`src/hdl/bfshp_pkg.sv`:
```
// Package for the shortest Hamiltonian path search core.
// Holds sizes, types, the sequencer states and small helper functions.
// No dependencies; every other file of the block uses it.
package bfshp_pkg;

    // Sizing of the weight store and the chain of position cells.
    localparam int MAX_VERTICES = 12;
    localparam int MIN_VERTICES = 3;
    localparam int WEIGHT_BITS  = 8;
    localparam int VIDX_W       = $clog2(MAX_VERTICES);
    localparam int MEM_DEPTH    = MAX_VERTICES * MAX_VERTICES;
    localparam int MEM_AW       = $clog2(MEM_DEPTH);
    localparam int SUM_W        = WEIGHT_BITS + VIDX_W;

    // Fixed widths of the transaction fields.
    localparam int VFIELD_W = 4;
    localparam int WFIELD_W = 8;
    localparam int DIST_W   = 12;
    localparam int DIST_MAX = 4095;
    localparam int WIDE_W   = (SUM_W > DIST_W) ? SUM_W : DIST_W;

    // Configuration port.
    localparam int APB_AW           = 3;
    localparam int APB_DW           = 32;
    localparam bit REG_VERTEX_COUNT = 1'b0;
    localparam int VCOUNT_RESET     = 12;

    // Commands carried by the input transaction.
    localparam logic CMD_WRITE_EDGE = 1'b0;
    localparam logic CMD_SEARCH     = 1'b1;

    typedef logic [VIDX_W-1:0]   t_vidx;
    typedef logic [VIDX_W:0]     t_cnt;
    typedef logic [WEIGHT_BITS-1:0] t_weight;
    typedef logic [SUM_W-1:0]    t_sum;
    typedef logic [WIDE_W-1:0]   t_wide;
    typedef logic [DIST_W-1:0]   t_dist;
    typedef logic [MEM_AW-1:0]   t_addr;
    typedef logic [VFIELD_W-1:0] t_vfield;
    typedef logic [WFIELD_W-1:0] t_wfield;

    typedef enum logic [2:0] {
        ST_IDLE,
        ST_INIT_RD,
        ST_INIT_ACC,
        ST_SWAP,
        ST_UPD,
        ST_OUT
    } t_state;

    // Broadcast control from the sequencer to every position cell.
    typedef struct packed {
        t_cnt    n;
        logic    init;
        logic    swap;
        t_vidx   lo;
        t_vidx   mval;
        logic    capture;
        logic    la_we;
        t_vidx   la_pos;
        t_weight la_data;
        logic    lb_we;
        t_vidx   lb_pos;
        t_weight lb_data;
    } t_cell_ctl;

    // What each cell shows to its neighbors and to the sequencer.
    typedef struct packed {
        t_vidx   val;
        logic    dir;
        t_weight link;
        t_vidx   best;
        logic    mobile;
    } t_cell_stat;

    // Address of an unordered vertex pair; only one triangle is stored.
    function automatic t_addr edge_addr(t_vidx p, t_vidx q);
        t_vidx lo_v;
        t_vidx hi_v;
        lo_v = (p < q) ? p : q;
        hi_v = (p < q) ? q : p;
        return t_addr'(t_addr'(lo_v) * t_addr'(MAX_VERTICES) + t_addr'(hi_v));
    endfunction

    // Saturate a path sum to the width of the distance field.
    function automatic t_dist sat_dist(t_sum s);
        t_wide w;
        w = t_wide'(s);
        return (w > t_wide'(DIST_MAX)) ? t_dist'(DIST_MAX) : t_dist'(w);
    endfunction

endpackage

```
`src/hdl/bfshp_if.sv`:
```
// Valid/ready channel interfaces of the shortest Hamiltonian path core.
// Depends on bfshp_pkg for the field types.

// Command channel: edge writes and search requests.
interface bfshp_cmd_if;
    logic                  valid;
    logic                  ready;
    logic                  cmd;
    bfshp_pkg::t_vfield    vertex_a;
    bfshp_pkg::t_vfield    vertex_b;
    bfshp_pkg::t_wfield    weight;

    modport source(output valid, output cmd, output vertex_a, output vertex_b,
                   output weight, input ready);
    modport sink(input valid, input cmd, input vertex_a, input vertex_b,
                 input weight, output ready);
endinterface

// Result channel: one transaction per vertex of the best path.
interface bfshp_res_if;
    logic               valid;
    logic               ready;
    bfshp_pkg::t_vfield position;
    bfshp_pkg::t_vfield vertex;
    bfshp_pkg::t_dist   total_distance;
    logic               last;

    modport source(output valid, output position, output vertex,
                   output total_distance, output last, input ready);
    modport sink(input valid, input position, input vertex,
                 input total_distance, input last, output ready);
endinterface

```
`src/hdl/bfshp_cell.sv`:
```
// One position cell of the permutation chain: vertex, direction, link weight.
// Trades contents with its neighbors on an adjacent swap. Uses bfshp_pkg.
module bfshp_cell (
    input  logic                  i_clk,
    input  bfshp_pkg::t_vidx      i_idx,
    input  bfshp_pkg::t_cell_ctl  i_ctl,
    input  bfshp_pkg::t_cell_stat i_left,
    input  bfshp_pkg::t_cell_stat i_right,
    output bfshp_pkg::t_cell_stat o_stat
);

    bfshp_pkg::t_vidx   r_val;
    bfshp_pkg::t_vidx   n_val;
    logic               r_dir;
    logic               n_dir;
    bfshp_pkg::t_weight r_link;
    bfshp_pkg::t_weight n_link;
    bfshp_pkg::t_vidx   r_best;
    bfshp_pkg::t_vidx   n_best;
    bfshp_pkg::t_cnt    w_idx_c;
    bfshp_pkg::t_cnt    w_lo_c;
    logic               w_left_ok;
    logic               w_right_ok;
    logic               w_mobile;

    // Mobility: the element points at a smaller neighbor inside positions 1..n-1.
    always_comb begin
        w_idx_c    = bfshp_pkg::t_cnt'(i_idx);
        w_lo_c     = bfshp_pkg::t_cnt'(i_ctl.lo);
        w_left_ok  = !r_dir && (w_idx_c >= bfshp_pkg::t_cnt'(2)) && (r_val > i_left.val);
        w_right_ok = r_dir && ((w_idx_c + bfshp_pkg::t_cnt'(1)) < i_ctl.n)
                     && (r_val > i_right.val);
        w_mobile   = (w_idx_c >= bfshp_pkg::t_cnt'(1)) && (w_idx_c < i_ctl.n)
                     && (w_left_ok || w_right_ok);
    end

    // Next contents: reset to identity, adjacent swap with direction flips, link updates, best capture.
    always_comb begin
        n_val  = r_val;
        n_dir  = r_dir;
        n_link = r_link;
        n_best = r_best;
        if (i_ctl.init) begin
            n_val = i_idx;
            n_dir = 1'b0;
        end else if (i_ctl.swap) begin
            if (i_idx == i_ctl.lo) begin
                n_val = i_right.val;
                n_dir = i_right.dir;
            end else if (w_idx_c == w_lo_c + bfshp_pkg::t_cnt'(1)) begin
                n_val = i_left.val;
                n_dir = i_left.dir;
            end
            n_dir = n_dir ^ (n_val > i_ctl.mval);
        end
        if (i_ctl.la_we && (i_idx == i_ctl.la_pos)) begin
            n_link = i_ctl.la_data;
        end else if (i_ctl.lb_we && (i_idx == i_ctl.lb_pos)) begin
            n_link = i_ctl.lb_data;
        end
        if (i_ctl.capture) begin
            n_best = r_val;
        end
    end

    always_ff @(posedge i_clk) begin
        r_val  <= n_val;
        r_dir  <= n_dir;
        r_link <= n_link;
        r_best <= n_best;
    end

    assign o_stat.val    = r_val;
    assign o_stat.dir    = r_dir;
    assign o_stat.link   = r_link;
    assign o_stat.best   = r_best;
    assign o_stat.mobile = w_mobile;

endmodule

```
`src/hdl/bfshp_wmem.sv`:
```
// Edge weight store: one write port, two registered read ports.
// Per-entry valid bits make unwritten entries read as zero. Uses bfshp_pkg.
module bfshp_wmem (
    input  logic               i_clk,
    input  logic               i_rst_n,
    input  logic               i_we,
    input  bfshp_pkg::t_addr   i_waddr,
    input  bfshp_pkg::t_weight i_wdata,
    input  bfshp_pkg::t_addr   i_raddr_a,
    input  bfshp_pkg::t_addr   i_raddr_b,
    output bfshp_pkg::t_weight o_rdata_a,
    output bfshp_pkg::t_weight o_rdata_b
);

    bfshp_pkg::t_weight r_mem [bfshp_pkg::MEM_DEPTH];
    logic               r_valid [bfshp_pkg::MEM_DEPTH];
    bfshp_pkg::t_weight r_rd_a;
    bfshp_pkg::t_weight r_rd_b;
    logic               r_ok_a;
    logic               r_ok_b;

    // Storage array, no reset.
    always_ff @(posedge i_clk) begin
        if (i_we) begin
            r_mem[i_waddr] <= i_wdata;
        end
        r_rd_a <= r_mem[i_raddr_a];
        r_rd_b <= r_mem[i_raddr_b];
    end

    // Valid bits are cleared by reset so the store reads as all zeros.
    always_ff @(posedge i_clk) begin
        if (!i_rst_n) begin
            for (int i = 0; i < bfshp_pkg::MEM_DEPTH; i++) begin
                r_valid[i] <= 1'b0;
            end
            r_ok_a <= 1'b0;
            r_ok_b <= 1'b0;
        end else begin
            if (i_we) begin
                r_valid[i_waddr] <= 1'b1;
            end
            r_ok_a <= r_valid[i_raddr_a];
            r_ok_b <= r_valid[i_raddr_b];
        end
    end

    assign o_rdata_a = r_ok_a ? r_rd_a : '0;
    assign o_rdata_b = r_ok_b ? r_rd_b : '0;

endmodule

```
`src/hdl/brute_force_shortest_hamiltonian_path_core.sv`:
```
// Shortest Hamiltonian path search core: chain of position cells and a sequencer.
// Search of n vertices: load the path of the identity order link by link, then visit
// (n-1)! orders, each with one swap and one weight-store read pair, then give
// n results at one per cycle while the result channel is ready.
// One search at a time. Reset is synchronous: weight store reads zero, vertex_count 12.
// Depends on bfshp_pkg, bfshp_if, bfshp_cell and bfshp_wmem.
module brute_force_shortest_hamiltonian_path_core (
    input  logic                            i_clk,
    input  logic                            i_rst_n,
    bfshp_cmd_if.sink                       i_cmd,
    bfshp_res_if.source                     o_res,
    input  logic                            psel,
    input  logic                            penable,
    input  logic                            pwrite,
    input  logic [bfshp_pkg::APB_AW-1:0]    paddr,
    input  logic [bfshp_pkg::APB_DW-1:0]    pwdata,
    output logic [bfshp_pkg::APB_DW-1:0]    prdata,
    output logic                            pready
);

    // Control and datapath registers.
    bfshp_pkg::t_state  r_state;
    bfshp_pkg::t_state  n_state;
    bfshp_pkg::t_vfield r_vcount;
    bfshp_pkg::t_cnt    r_n;
    bfshp_pkg::t_cnt    n_n;
    bfshp_pkg::t_vidx   r_k;
    bfshp_pkg::t_vidx   n_k;
    bfshp_pkg::t_sum    r_d;
    bfshp_pkg::t_sum    n_d;
    bfshp_pkg::t_sum    r_best_d;
    bfshp_pkg::t_sum    n_best_d;
    logic               r_found;
    logic               n_found;
    bfshp_pkg::t_vidx   r_mval;
    bfshp_pkg::t_vidx   n_mval;
    bfshp_pkg::t_vidx   r_lo;
    bfshp_pkg::t_vidx   n_lo;
    bfshp_pkg::t_sum    r_sub;
    bfshp_pkg::t_sum    n_sub;
    logic               r_has_b;
    logic               n_has_b;
    logic               r_out_valid;
    logic               n_out_valid;
    bfshp_pkg::t_vfield r_out_pos;
    bfshp_pkg::t_vfield n_out_pos;
    bfshp_pkg::t_vfield r_out_vtx;
    bfshp_pkg::t_vfield n_out_vtx;
    bfshp_pkg::t_dist   r_out_dist;
    bfshp_pkg::t_dist   n_out_dist;
    logic               r_out_last;
    logic               n_out_last;

    // Cell chain and weight store signals.
    bfshp_pkg::t_cell_ctl  w_ctl;
    bfshp_pkg::t_cell_stat w_stat [bfshp_pkg::MAX_VERTICES];
    logic                  w_we;
    bfshp_pkg::t_addr      w_waddr;
    bfshp_pkg::t_weight    w_wdata;
    bfshp_pkg::t_addr      w_raddr_a;
    bfshp_pkg::t_addr      w_raddr_b;
    bfshp_pkg::t_weight    w_rdata_a;
    bfshp_pkg::t_weight    w_rdata_b;

    // Selection and swap helpers.
    logic [bfshp_pkg::MAX_VERTICES-1:0] w_mob_by_val;
    logic               w_found;
    bfshp_pkg::t_vidx   w_mval;
    bfshp_pkg::t_vidx   w_mpos;
    logic               w_mdir;
    bfshp_pkg::t_vidx   w_lo;
    bfshp_pkg::t_cnt    w_lo2_c;
    logic               w_has_b;
    bfshp_pkg::t_vidx   w_lo2;
    bfshp_pkg::t_cnt    w_vc_c;
    bfshp_pkg::t_cnt    w_n_clamped;
    bfshp_pkg::t_sum    w_d_new;
    bfshp_pkg::t_sum    w_d_init;
    logic               w_cmd_fire;
    logic               w_res_fire;
    logic               w_edge_ok;
    logic               w_apb_wr;

    // Configuration port.
    assign pready   = 1'b1;
    assign w_apb_wr = psel && penable && pwrite && pready;
    assign prdata   = (paddr[2] == bfshp_pkg::REG_VERTEX_COUNT)
                      ? bfshp_pkg::APB_DW'(r_vcount) : '0;

    always_ff @(posedge i_clk) begin
        if (!i_rst_n) begin
            r_vcount <= bfshp_pkg::t_vfield'(bfshp_pkg::VCOUNT_RESET);
        end else if (w_apb_wr && (paddr[2] == bfshp_pkg::REG_VERTEX_COUNT)) begin
            r_vcount <= pwdata[bfshp_pkg::VFIELD_W-1:0];
        end
    end

    // Weight store.
    bfshp_wmem u_wmem (
        .i_clk     (i_clk),
        .i_rst_n   (i_rst_n),
        .i_we      (w_we),
        .i_waddr   (w_waddr),
        .i_wdata   (w_wdata),
        .i_raddr_a (w_raddr_a),
        .i_raddr_b (w_raddr_b),
        .o_rdata_a (w_rdata_a),
        .o_rdata_b (w_rdata_b)
    );

    // Chain of position cells; the ends see an empty neighbor.
    for (genvar g = 0; g < bfshp_pkg::MAX_VERTICES; g++) begin : g_cell
        bfshp_pkg::t_cell_stat w_left;
        bfshp_pkg::t_cell_stat w_right;
        if (g == 0) begin : g_first
            assign w_left = '0;
        end else begin : g_inner_l
            assign w_left = w_stat[g-1];
        end
        if (g == bfshp_pkg::MAX_VERTICES - 1) begin : g_last
            assign w_right = '0;
        end else begin : g_inner_r
            assign w_right = w_stat[g+1];
        end
        bfshp_cell u_cell (
            .i_clk   (i_clk),
            .i_idx   (bfshp_pkg::t_vidx'(g)),
            .i_ctl   (w_ctl),
            .i_left  (w_left),
            .i_right (w_right),
            .o_stat  (w_stat[g])
        );
    end

    // Largest mobile element: flag each value that is mobile, take the highest.
    always_comb begin
        for (int v = 0; v < bfshp_pkg::MAX_VERTICES; v++) begin
            w_mob_by_val[v] = 1'b0;
            for (int i = 0; i < bfshp_pkg::MAX_VERTICES; i++) begin
                if (w_stat[i].mobile && (w_stat[i].val == bfshp_pkg::t_vidx'(v))) begin
                    w_mob_by_val[v] = 1'b1;
                end
            end
        end
        w_found = |w_mob_by_val;
        w_mval  = '0;
        for (int v = 0; v < bfshp_pkg::MAX_VERTICES; v++) begin
            if (w_mob_by_val[v]) begin
                w_mval = bfshp_pkg::t_vidx'(v);
            end
        end
        w_mpos = '0;
        w_mdir = 1'b0;
        for (int i = 0; i < bfshp_pkg::MAX_VERTICES; i++) begin
            if (w_stat[i].mobile && (w_stat[i].val == w_mval)) begin
                w_mpos = bfshp_pkg::t_vidx'(i);
                w_mdir = w_stat[i].dir;
            end
        end
        w_lo = w_mdir ? w_mpos : w_mpos - bfshp_pkg::t_vidx'(1);
    end

    // Position after the swapped pair, and whether it is still on the path.
    assign w_lo2_c = bfshp_pkg::t_cnt'(r_lo) + bfshp_pkg::t_cnt'(2);
    assign w_has_b = (w_lo2_c < r_n);
    assign w_lo2   = w_has_b ? w_lo2_c[bfshp_pkg::VIDX_W-1:0] : r_lo;

    // Clamp the configured vertex count to the supported range.
    assign w_vc_c      = bfshp_pkg::t_cnt'(r_vcount);
    assign w_n_clamped = (w_vc_c < bfshp_pkg::t_cnt'(bfshp_pkg::MIN_VERTICES))
                         ? bfshp_pkg::t_cnt'(bfshp_pkg::MIN_VERTICES)
                         : (w_vc_c > bfshp_pkg::t_cnt'(bfshp_pkg::MAX_VERTICES))
                           ? bfshp_pkg::t_cnt'(bfshp_pkg::MAX_VERTICES) : w_vc_c;

    // Path sum after a swap: up to two links leave, as many new links come from the store.
    assign w_d_new  = r_d + bfshp_pkg::t_sum'(w_rdata_a)
                      + (r_has_b ? bfshp_pkg::t_sum'(w_rdata_b) : '0) - r_sub;
    assign w_d_init = r_d + bfshp_pkg::t_sum'(w_rdata_a);

    assign w_cmd_fire = i_cmd.valid && i_cmd.ready;
    assign w_res_fire = o_res.valid && o_res.ready;
    assign w_edge_ok  = (i_cmd.vertex_a < bfshp_pkg::t_vfield'(bfshp_pkg::MAX_VERTICES))
                        && (i_cmd.vertex_b < bfshp_pkg::t_vfield'(bfshp_pkg::MAX_VERTICES));

    // State register.
    always_ff @(posedge i_clk) begin
        if (!i_rst_n) begin
            r_state     <= bfshp_pkg::ST_IDLE;
            r_out_valid <= 1'b0;
        end else begin
            r_state     <= n_state;
            r_out_valid <= n_out_valid;
        end
    end

    // Datapath registers.
    always_ff @(posedge i_clk) begin
        r_n        <= n_n;
        r_k        <= n_k;
        r_d        <= n_d;
        r_best_d   <= n_best_d;
        r_found    <= n_found;
        r_mval     <= n_mval;
        r_lo       <= n_lo;
        r_sub      <= n_sub;
        r_has_b    <= n_has_b;
        r_out_pos  <= n_out_pos;
        r_out_vtx  <= n_out_vtx;
        r_out_dist <= n_out_dist;
        r_out_last <= n_out_last;
    end

    // Sequencer: next state, cell control, store access and result loading.
    always_comb begin
        n_state     = r_state;
        n_n         = r_n;
        n_k         = r_k;
        n_d         = r_d;
        n_best_d    = r_best_d;
        n_found     = r_found;
        n_mval      = r_mval;
        n_lo        = r_lo;
        n_sub       = r_sub;
        n_has_b     = r_has_b;
        n_out_valid = r_out_valid;
        n_out_pos   = r_out_pos;
        n_out_vtx   = r_out_vtx;
        n_out_dist  = r_out_dist;
        n_out_last  = r_out_last;

        w_ctl         = '0;
        w_ctl.n       = r_n;
        w_ctl.lo      = r_lo;
        w_ctl.mval    = r_mval;
        w_ctl.la_data = w_rdata_a;
        w_ctl.lb_data = w_rdata_b;

        w_we      = 1'b0;
        w_waddr   = bfshp_pkg::edge_addr(bfshp_pkg::t_vidx'(i_cmd.vertex_a),
                                         bfshp_pkg::t_vidx'(i_cmd.vertex_b));
        w_wdata   = bfshp_pkg::t_weight'(i_cmd.weight);
        w_raddr_a = bfshp_pkg::edge_addr(r_k - bfshp_pkg::t_vidx'(1), r_k);
        w_raddr_b = w_raddr_a;

        unique case (r_state)
            bfshp_pkg::ST_IDLE: begin
                if (w_cmd_fire) begin
                    if (i_cmd.cmd == bfshp_pkg::CMD_WRITE_EDGE) begin
                        w_we = w_edge_ok;
                    end else begin
                        w_ctl.init = 1'b1;
                        n_n        = w_n_clamped;
                        n_k        = bfshp_pkg::t_vidx'(1);
                        n_d        = '0;
                        n_state    = bfshp_pkg::ST_INIT_RD;
                    end
                end
            end
            bfshp_pkg::ST_INIT_RD: begin
                // Read the link between positions k-1 and k of the identity order.
                n_state = bfshp_pkg::ST_INIT_ACC;
            end
            bfshp_pkg::ST_INIT_ACC: begin
                w_ctl.la_we  = 1'b1;
                w_ctl.la_pos = r_k;
                n_d          = w_d_init;
                if (bfshp_pkg::t_cnt'(r_k) + bfshp_pkg::t_cnt'(1) == r_n) begin
                    // The first order is always the best so far.
                    n_best_d      = w_d_init;
                    w_ctl.capture = 1'b1;
                    n_found       = w_found;
                    n_mval        = w_mval;
                    n_lo          = w_lo;
                    n_state       = bfshp_pkg::ST_SWAP;
                end else begin
                    n_k     = r_k + bfshp_pkg::t_vidx'(1);
                    n_state = bfshp_pkg::ST_INIT_RD;
                end
            end
            bfshp_pkg::ST_SWAP: begin
                if (!r_found) begin
                    // Listing is complete: present the first vertex of the best path.
                    n_k         = '0;
                    n_out_valid = 1'b1;
                    n_out_pos   = '0;
                    n_out_vtx   = bfshp_pkg::t_vfield'(w_stat[0].best);
                    n_out_dist  = bfshp_pkg::sat_dist(r_best_d);
                    n_out_last  = 1'b0;
                    n_state     = bfshp_pkg::ST_OUT;
                end else begin
                    // Swap positions lo and lo+1, read the new links at lo and, if still on the path, lo+2.
                    w_ctl.swap = 1'b1;
                    w_raddr_a  = bfshp_pkg::edge_addr(w_stat[r_lo - bfshp_pkg::t_vidx'(1)].val,
                                                      w_stat[r_lo + bfshp_pkg::t_vidx'(1)].val);
                    w_raddr_b  = bfshp_pkg::edge_addr(w_stat[r_lo].val, w_stat[w_lo2].val);
                    n_has_b    = w_has_b;
                    n_sub      = bfshp_pkg::t_sum'(w_stat[r_lo].link)
                                 + (w_has_b ? bfshp_pkg::t_sum'(w_stat[w_lo2].link) : '0);
                    n_state    = bfshp_pkg::ST_UPD;
                end
            end
            bfshp_pkg::ST_UPD: begin
                w_ctl.la_we  = 1'b1;
                w_ctl.la_pos = r_lo;
                w_ctl.lb_we  = r_has_b;
                w_ctl.lb_pos = r_lo + bfshp_pkg::t_vidx'(2);
                n_d          = w_d_new;
                if (w_d_new < r_best_d) begin
                    n_best_d      = w_d_new;
                    w_ctl.capture = 1'b1;
                end
                // The cells already hold the new order: pick the next move now.
                n_found = w_found;
                n_mval  = w_mval;
                n_lo    = w_lo;
                n_state = bfshp_pkg::ST_SWAP;
            end
            bfshp_pkg::ST_OUT: begin
                if (w_res_fire) begin
                    if (r_out_last) begin
                        n_out_valid = 1'b0;
                        n_state     = bfshp_pkg::ST_IDLE;
                    end else begin
                        n_k        = r_k + bfshp_pkg::t_vidx'(1);
                        n_out_pos  = bfshp_pkg::t_vfield'(n_k);
                        n_out_vtx  = bfshp_pkg::t_vfield'(w_stat[n_k].best);
                        n_out_last = (bfshp_pkg::t_cnt'(n_k) + bfshp_pkg::t_cnt'(1) == r_n);
                    end
                end
            end
            default: begin
                n_state = bfshp_pkg::ST_IDLE;
            end
        endcase
    end

    // Channel outputs.
    assign i_cmd.ready          = (r_state == bfshp_pkg::ST_IDLE);
    assign o_res.valid          = r_out_valid;
    assign o_res.position       = r_out_pos;
    assign o_res.vertex         = r_out_vtx;
    assign o_res.total_distance = r_out_dist;
    assign o_res.last           = r_out_last;

endmodule

```
`src/flat_wrapper.sv`:
```
// flat-port wrapper written by rule: the top's interface ports become plain ports
module brute_force_shortest_hamiltonian_path_core_flat 
  (i_clk, i_rst_n, psel, penable, pwrite, paddr, pwdata, prdata, pready, i_cmd_valid, i_cmd_cmd, i_cmd_vertex_a, i_cmd_vertex_b, i_cmd_weight, i_cmd_ready, o_res_valid, o_res_position, o_res_vertex, o_res_total_distance, o_res_last, o_res_ready);
  bfshp_cmd_if i_cmd_i ();
  bfshp_res_if o_res_i ();
  input  logic i_clk;
  input  logic i_rst_n;
  input  logic psel;
  input  logic penable;
  input  logic pwrite;
  input  logic [bfshp_pkg::APB_AW-1:0] paddr;
  input  logic [bfshp_pkg::APB_DW-1:0] pwdata;
  output logic [bfshp_pkg::APB_DW-1:0] prdata;
  output logic pready;
  input wire logic [$bits(i_cmd_i.valid)-1:0] i_cmd_valid;
  input wire logic [$bits(i_cmd_i.cmd)-1:0] i_cmd_cmd;
  input wire logic [$bits(i_cmd_i.vertex_a)-1:0] i_cmd_vertex_a;
  input wire logic [$bits(i_cmd_i.vertex_b)-1:0] i_cmd_vertex_b;
  input wire logic [$bits(i_cmd_i.weight)-1:0] i_cmd_weight;
  output wire logic [$bits(i_cmd_i.ready)-1:0] i_cmd_ready;
  output wire logic [$bits(o_res_i.valid)-1:0] o_res_valid;
  output wire logic [$bits(o_res_i.position)-1:0] o_res_position;
  output wire logic [$bits(o_res_i.vertex)-1:0] o_res_vertex;
  output wire logic [$bits(o_res_i.total_distance)-1:0] o_res_total_distance;
  output wire logic [$bits(o_res_i.last)-1:0] o_res_last;
  input wire logic [$bits(o_res_i.ready)-1:0] o_res_ready;
  assign i_cmd_i.valid = i_cmd_valid;
  assign i_cmd_i.cmd = i_cmd_cmd;
  assign i_cmd_i.vertex_a = i_cmd_vertex_a;
  assign i_cmd_i.vertex_b = i_cmd_vertex_b;
  assign i_cmd_i.weight = i_cmd_weight;
  assign i_cmd_ready = i_cmd_i.ready;
  assign o_res_valid = o_res_i.valid;
  assign o_res_position = o_res_i.position;
  assign o_res_vertex = o_res_i.vertex;
  assign o_res_total_distance = o_res_i.total_distance;
  assign o_res_last = o_res_i.last;
  assign o_res_i.ready = o_res_ready;
  brute_force_shortest_hamiltonian_path_core u_core (.i_clk(i_clk), .i_rst_n(i_rst_n), .i_cmd(i_cmd_i), .o_res(o_res_i), .psel(psel), .penable(penable), .pwrite(pwrite), .paddr(paddr), .pwdata(pwdata), .prdata(prdata), .pready(pready));
endmodule
```
`config.mk`:
```
export PLATFORM = sky130hd
export DESIGN_NAME = brute_force_shortest_hamiltonian_path_core_flat
export DESIGN_NICKNAME = d
export VERILOG_FILES = /design/src/hdl/bfshp_pkg.sv /design/src/hdl/bfshp_if.sv /design/src/hdl/bfshp_cell.sv /design/src/hdl/bfshp_wmem.sv /design/src/hdl/brute_force_shortest_hamiltonian_path_core.sv /design/src/flat_wrapper.sv
export SDC_FILE = /design/constraint.sdc
export NUM_CORES = 2
export LEC_CHECK = 0
export BUFFER_PORTS_ARGS = -buffer_cell sky130_fd_sc_hd__buf_2
export CELL_PAD_IN_SITES_DETAIL_PLACEMENT = 0
export CELL_PAD_IN_SITES_GLOBAL_PLACEMENT = 2
export CORE_ASPECT_RATIO = 2
export CORE_MARGIN = 3
export CORE_UTILIZATION = 42
export DETAILED_ROUTE_END_ITERATION = 16
export GPL_TIMING_DRIVEN = 1
export PLACE_DENSITY = 0.88
export SETUP_SLACK_MARGIN = 0.05
export SLEW_MARGIN = 20
export SYNTH_ARGS = -nofsm -noshare
export SYNTH_HDL_FRONTEND = slang
export SYNTH_SLANG_ARGS = --single-unit
```
`constraint.sdc`:
```
create_clock -name i_clk -period 9.9 [get_ports i_clk]
set_input_delay 1.98 -clock i_clk [delete_from_list [all_inputs] [get_ports i_clk]]
set_output_delay 1.98 -clock i_clk [all_outputs]
set_load 0.01 [all_outputs]
```
==> run metrics <==
crit path capture type=flip-flop; Port Buffers=55; worst setup path startpoint=u_core.r_lo[1]$_DFFE_PP_; Post-CTS Hold Buffers=0; Clk Latency, worst-skew pair=0.88 ns; Die Span Y=674.3 um; reg-to-reg slack, setup=0.49 ns; layout cells sized above 1=10.26%; Routed Antenna Nets=0; final wirelength=421.8 mm; WP data required=10.73 ns; Syn Area/Cell=9.499 sq um; synth warn=0; routed vias/inst=6.438; maxcap violations=0; fin. max-slew vios=0; Synth Instances=9,874; first drt pass iteration count=6; reg2reg path depth=33; First DRT Iteration DRCs=9,117; Sink Count=1,710; Nets=10.07k; Startpoint Class=flip-flop; worst stage delay on the critical path=0.84 ns; top sig layer=met5; clk buf depth=4; Worst Setup EP=u_core.u_wmem.r_rd_b[7]$_DFF_P_; DRC=0; post-CTS setup buffer count=0; most frequent cells in the layout=nand2_1, edfxtp_1, nand3_1, buf_4, nor2_1; Met3 Wirelength=31.69 mm; Final TNS setup=0 ns; die width=340.1 um; Worst Skew=0.05314 ns; RSZ-0062 raised after global routing=false; routed len/inst=32.71 um; clk root buf=clkbuf_16; commonest non-fill, non-tap cell in the layout=nand2_1; normalized max-slew margin=12.20%; Worst Path Arrival=10.24 ns; Non-Filler Instances=12.90k; placed cell count=12.58k; # IOs=115; Crit Path Max Fanout=10; M1 wire length=126.5 mm; Hold Violations, Final=0; core box area=0.2213 sq mm; WS Path Type=flip-flop to flip-flop; Pleak=0.03778 uW; vias in the first global route=80.88k; Cell Rows=244; die area=0.2294 sq mm; Slew @ Worst Pin=1.303 ns; WHS=0.4482 ns; fmax=106.2 MHz; first-pass GRT wire length=592.1 mm; Post-CTS Resized=0; slowest CP cell=or4_1; Post-Place Worst Slack=0.6410 ns; Yosys cell types=110; critical path depth=33; grt ovf=0; endpoints failing setup=0; Vias=83.02k; Synth Cell Area=0.09379 sq mm; R2R Path Start=u_core.r_lo[1]$_DFFE_PP_; CTS tree=built; routed wl met2=203.8 mm; worst vdd ir=321.2 uV; sequential-to-total area share from yosys stat=51.10%; largest net degree at the start of global routing=119; clock buffer count from CTS=169; Worst R2R End=u_core.u_wmem.r_rd_b[7]$_DFF_P_; GRT Util Overall=35.91%; final worst path period share=95.08%; Post-synth EDFFs=1,368; Worst Path Buf+Inv=4; Final min period=9.413 ns; final setup margin=0.4868 ns; ys flop type=edfxtp_1; outcome=complete, no violations; Worst path top cell family by delay=simple AND/OR/NAND/NOR gates; Synth async-reset ratio=0%; worst hold-check path type=flip-flop to flip-flop; H-tree Lvls=4; initial antenna violation count=33; synthesis-to-layout area growth=11.27%; Starting Density=42.37%; GPL Wtd Cong=1.061; Min-Delay Startpoint=u_core.r_best_d[6]$_DFFE_PP_; post-DP HPWL=292.0 mm; Pwr Density=362.1 mW/mm^2; flops & latches, synth=1,710; CTS clock-pin slew for the worst setup and hold paths=0.07 ns
flip-flops by register name, summed over array words and instances (netlist names), 12 cells and up:
signal / flops
u_core.u_wmem.r_valid: 256
u_core.o_res.total_distance: 12
u_core.g_cell.u_cell.r_best: 48
u_core.u_wmem.r_mem: 1152
u_core.g_cell.u_cell.r_val: 48
u_core.g_cell.u_cell.r_dir: 12
u_core.r_best_d: 12
u_core.g_cell.u_cell.r_link: 96
u_core.r_d: 12
per-stage QoR:
stage / area, sq um / util [%] / power [uW]
after detailed placement: 98660 / 44.57 / 30090
after CTS: 104200 / 47.10 / 36820
after global placement: 98620 / 44.56 / 29960
after floorplan: 93890 / - / 19570
after global routing: 104300 / 47.13 / 38750
final: 104400 / 47.15 / 37790
worst register-to-register path, delay by kind of cell (launching register included):
family	cells	cell delay, ns
xor gates and xnor gates	2	0.62
DFF	1	0.44
and+or+nand+nor	12	3.80
buffers and inverters	4	0.60
muxes	2	0.35
adders and majority gates	5	1.81
AOI/OAI and AO/OA	8	1.77
report_power, final:
part | switching (uW) | internal [uW]
combinational | 16400 | 6370
clock | 2950 | 3820
sequential | 257 | 7970
cells by family after synthesis:
group / share of synthesized area (%)
AO/OA/AOI/OAI: 14.07
XOR/XNOR: 0.8485
adder cells (fa/ha/maj): 2.940
buffers and inverters: 4.257
flip-flops: 51.10
multiplexers: 5.295
other: 0.008007
AND/OR/NAND/NOR: 21.48
cell usage after synthesis (167+ instances only):
cell,count,share of area [%]
ha_1,190,2.5
inv_1,167,0.67
buf_2,169,0.90
a311oi_1,173,1.6
a31oi_1,316,2.1
dfxtp_1,342,7.3
a21oi_1,318,1.7
nand3_1,695,3.7
nand2_1,2804,11
nor2_1,402,1.6
and3_1,349,2.3
edfxtp_1,1368,44
clkbuf_1,483,1.9
o21ai_0,316,1.7
per-layer routing:
layer | track usage [%] | vias to the layer above
li1 | - | 35800
met1 | 34.48 | 40450
met2 | 61.17 | 4793
met3 | 6.875 | 1942
met4 | 39.91 | 34
met5 | 0 | -
worst min-delay path by stage:
stage / to / cells past startpoint
after floorplan: u_core.g_cell[10].u_cell.r_best[1]$_DFFE_PP_ / 0
after global placement: u_core.o_res.total_distance[2]$_SDFFCE_PN1P_ / 0
after detailed placement: u_core.o_res.total_distance[6]$_SDFFCE_PN1P_ / 0
after CTS: u_core.o_res.total_distance[6]$_SDFFCE_PN1P_ / 0
after global routing: u_core.o_res.total_distance[6]$_SDFFCE_PN1P_ / 0
final: u_core.o_res.total_distance[6]$_SDFFCE_PN1P_ / 0
area by class of cell:
type | instances | area, sq um
Fill cell | 20500 | 117000
Timing Repair Buffer | 505 | 4121
Sequential cell | 1710 | 47930
Multi-Input combinational cell | 7240 | 42320
Clock inverter | 85 | 1001
Tap cell | 2952 | 3694
Antenna cell | 19 | 47.55
Inverter | 175 | 658.1
Clock buffer | 210 | 4583
Power figures use the tool's default switching activity.
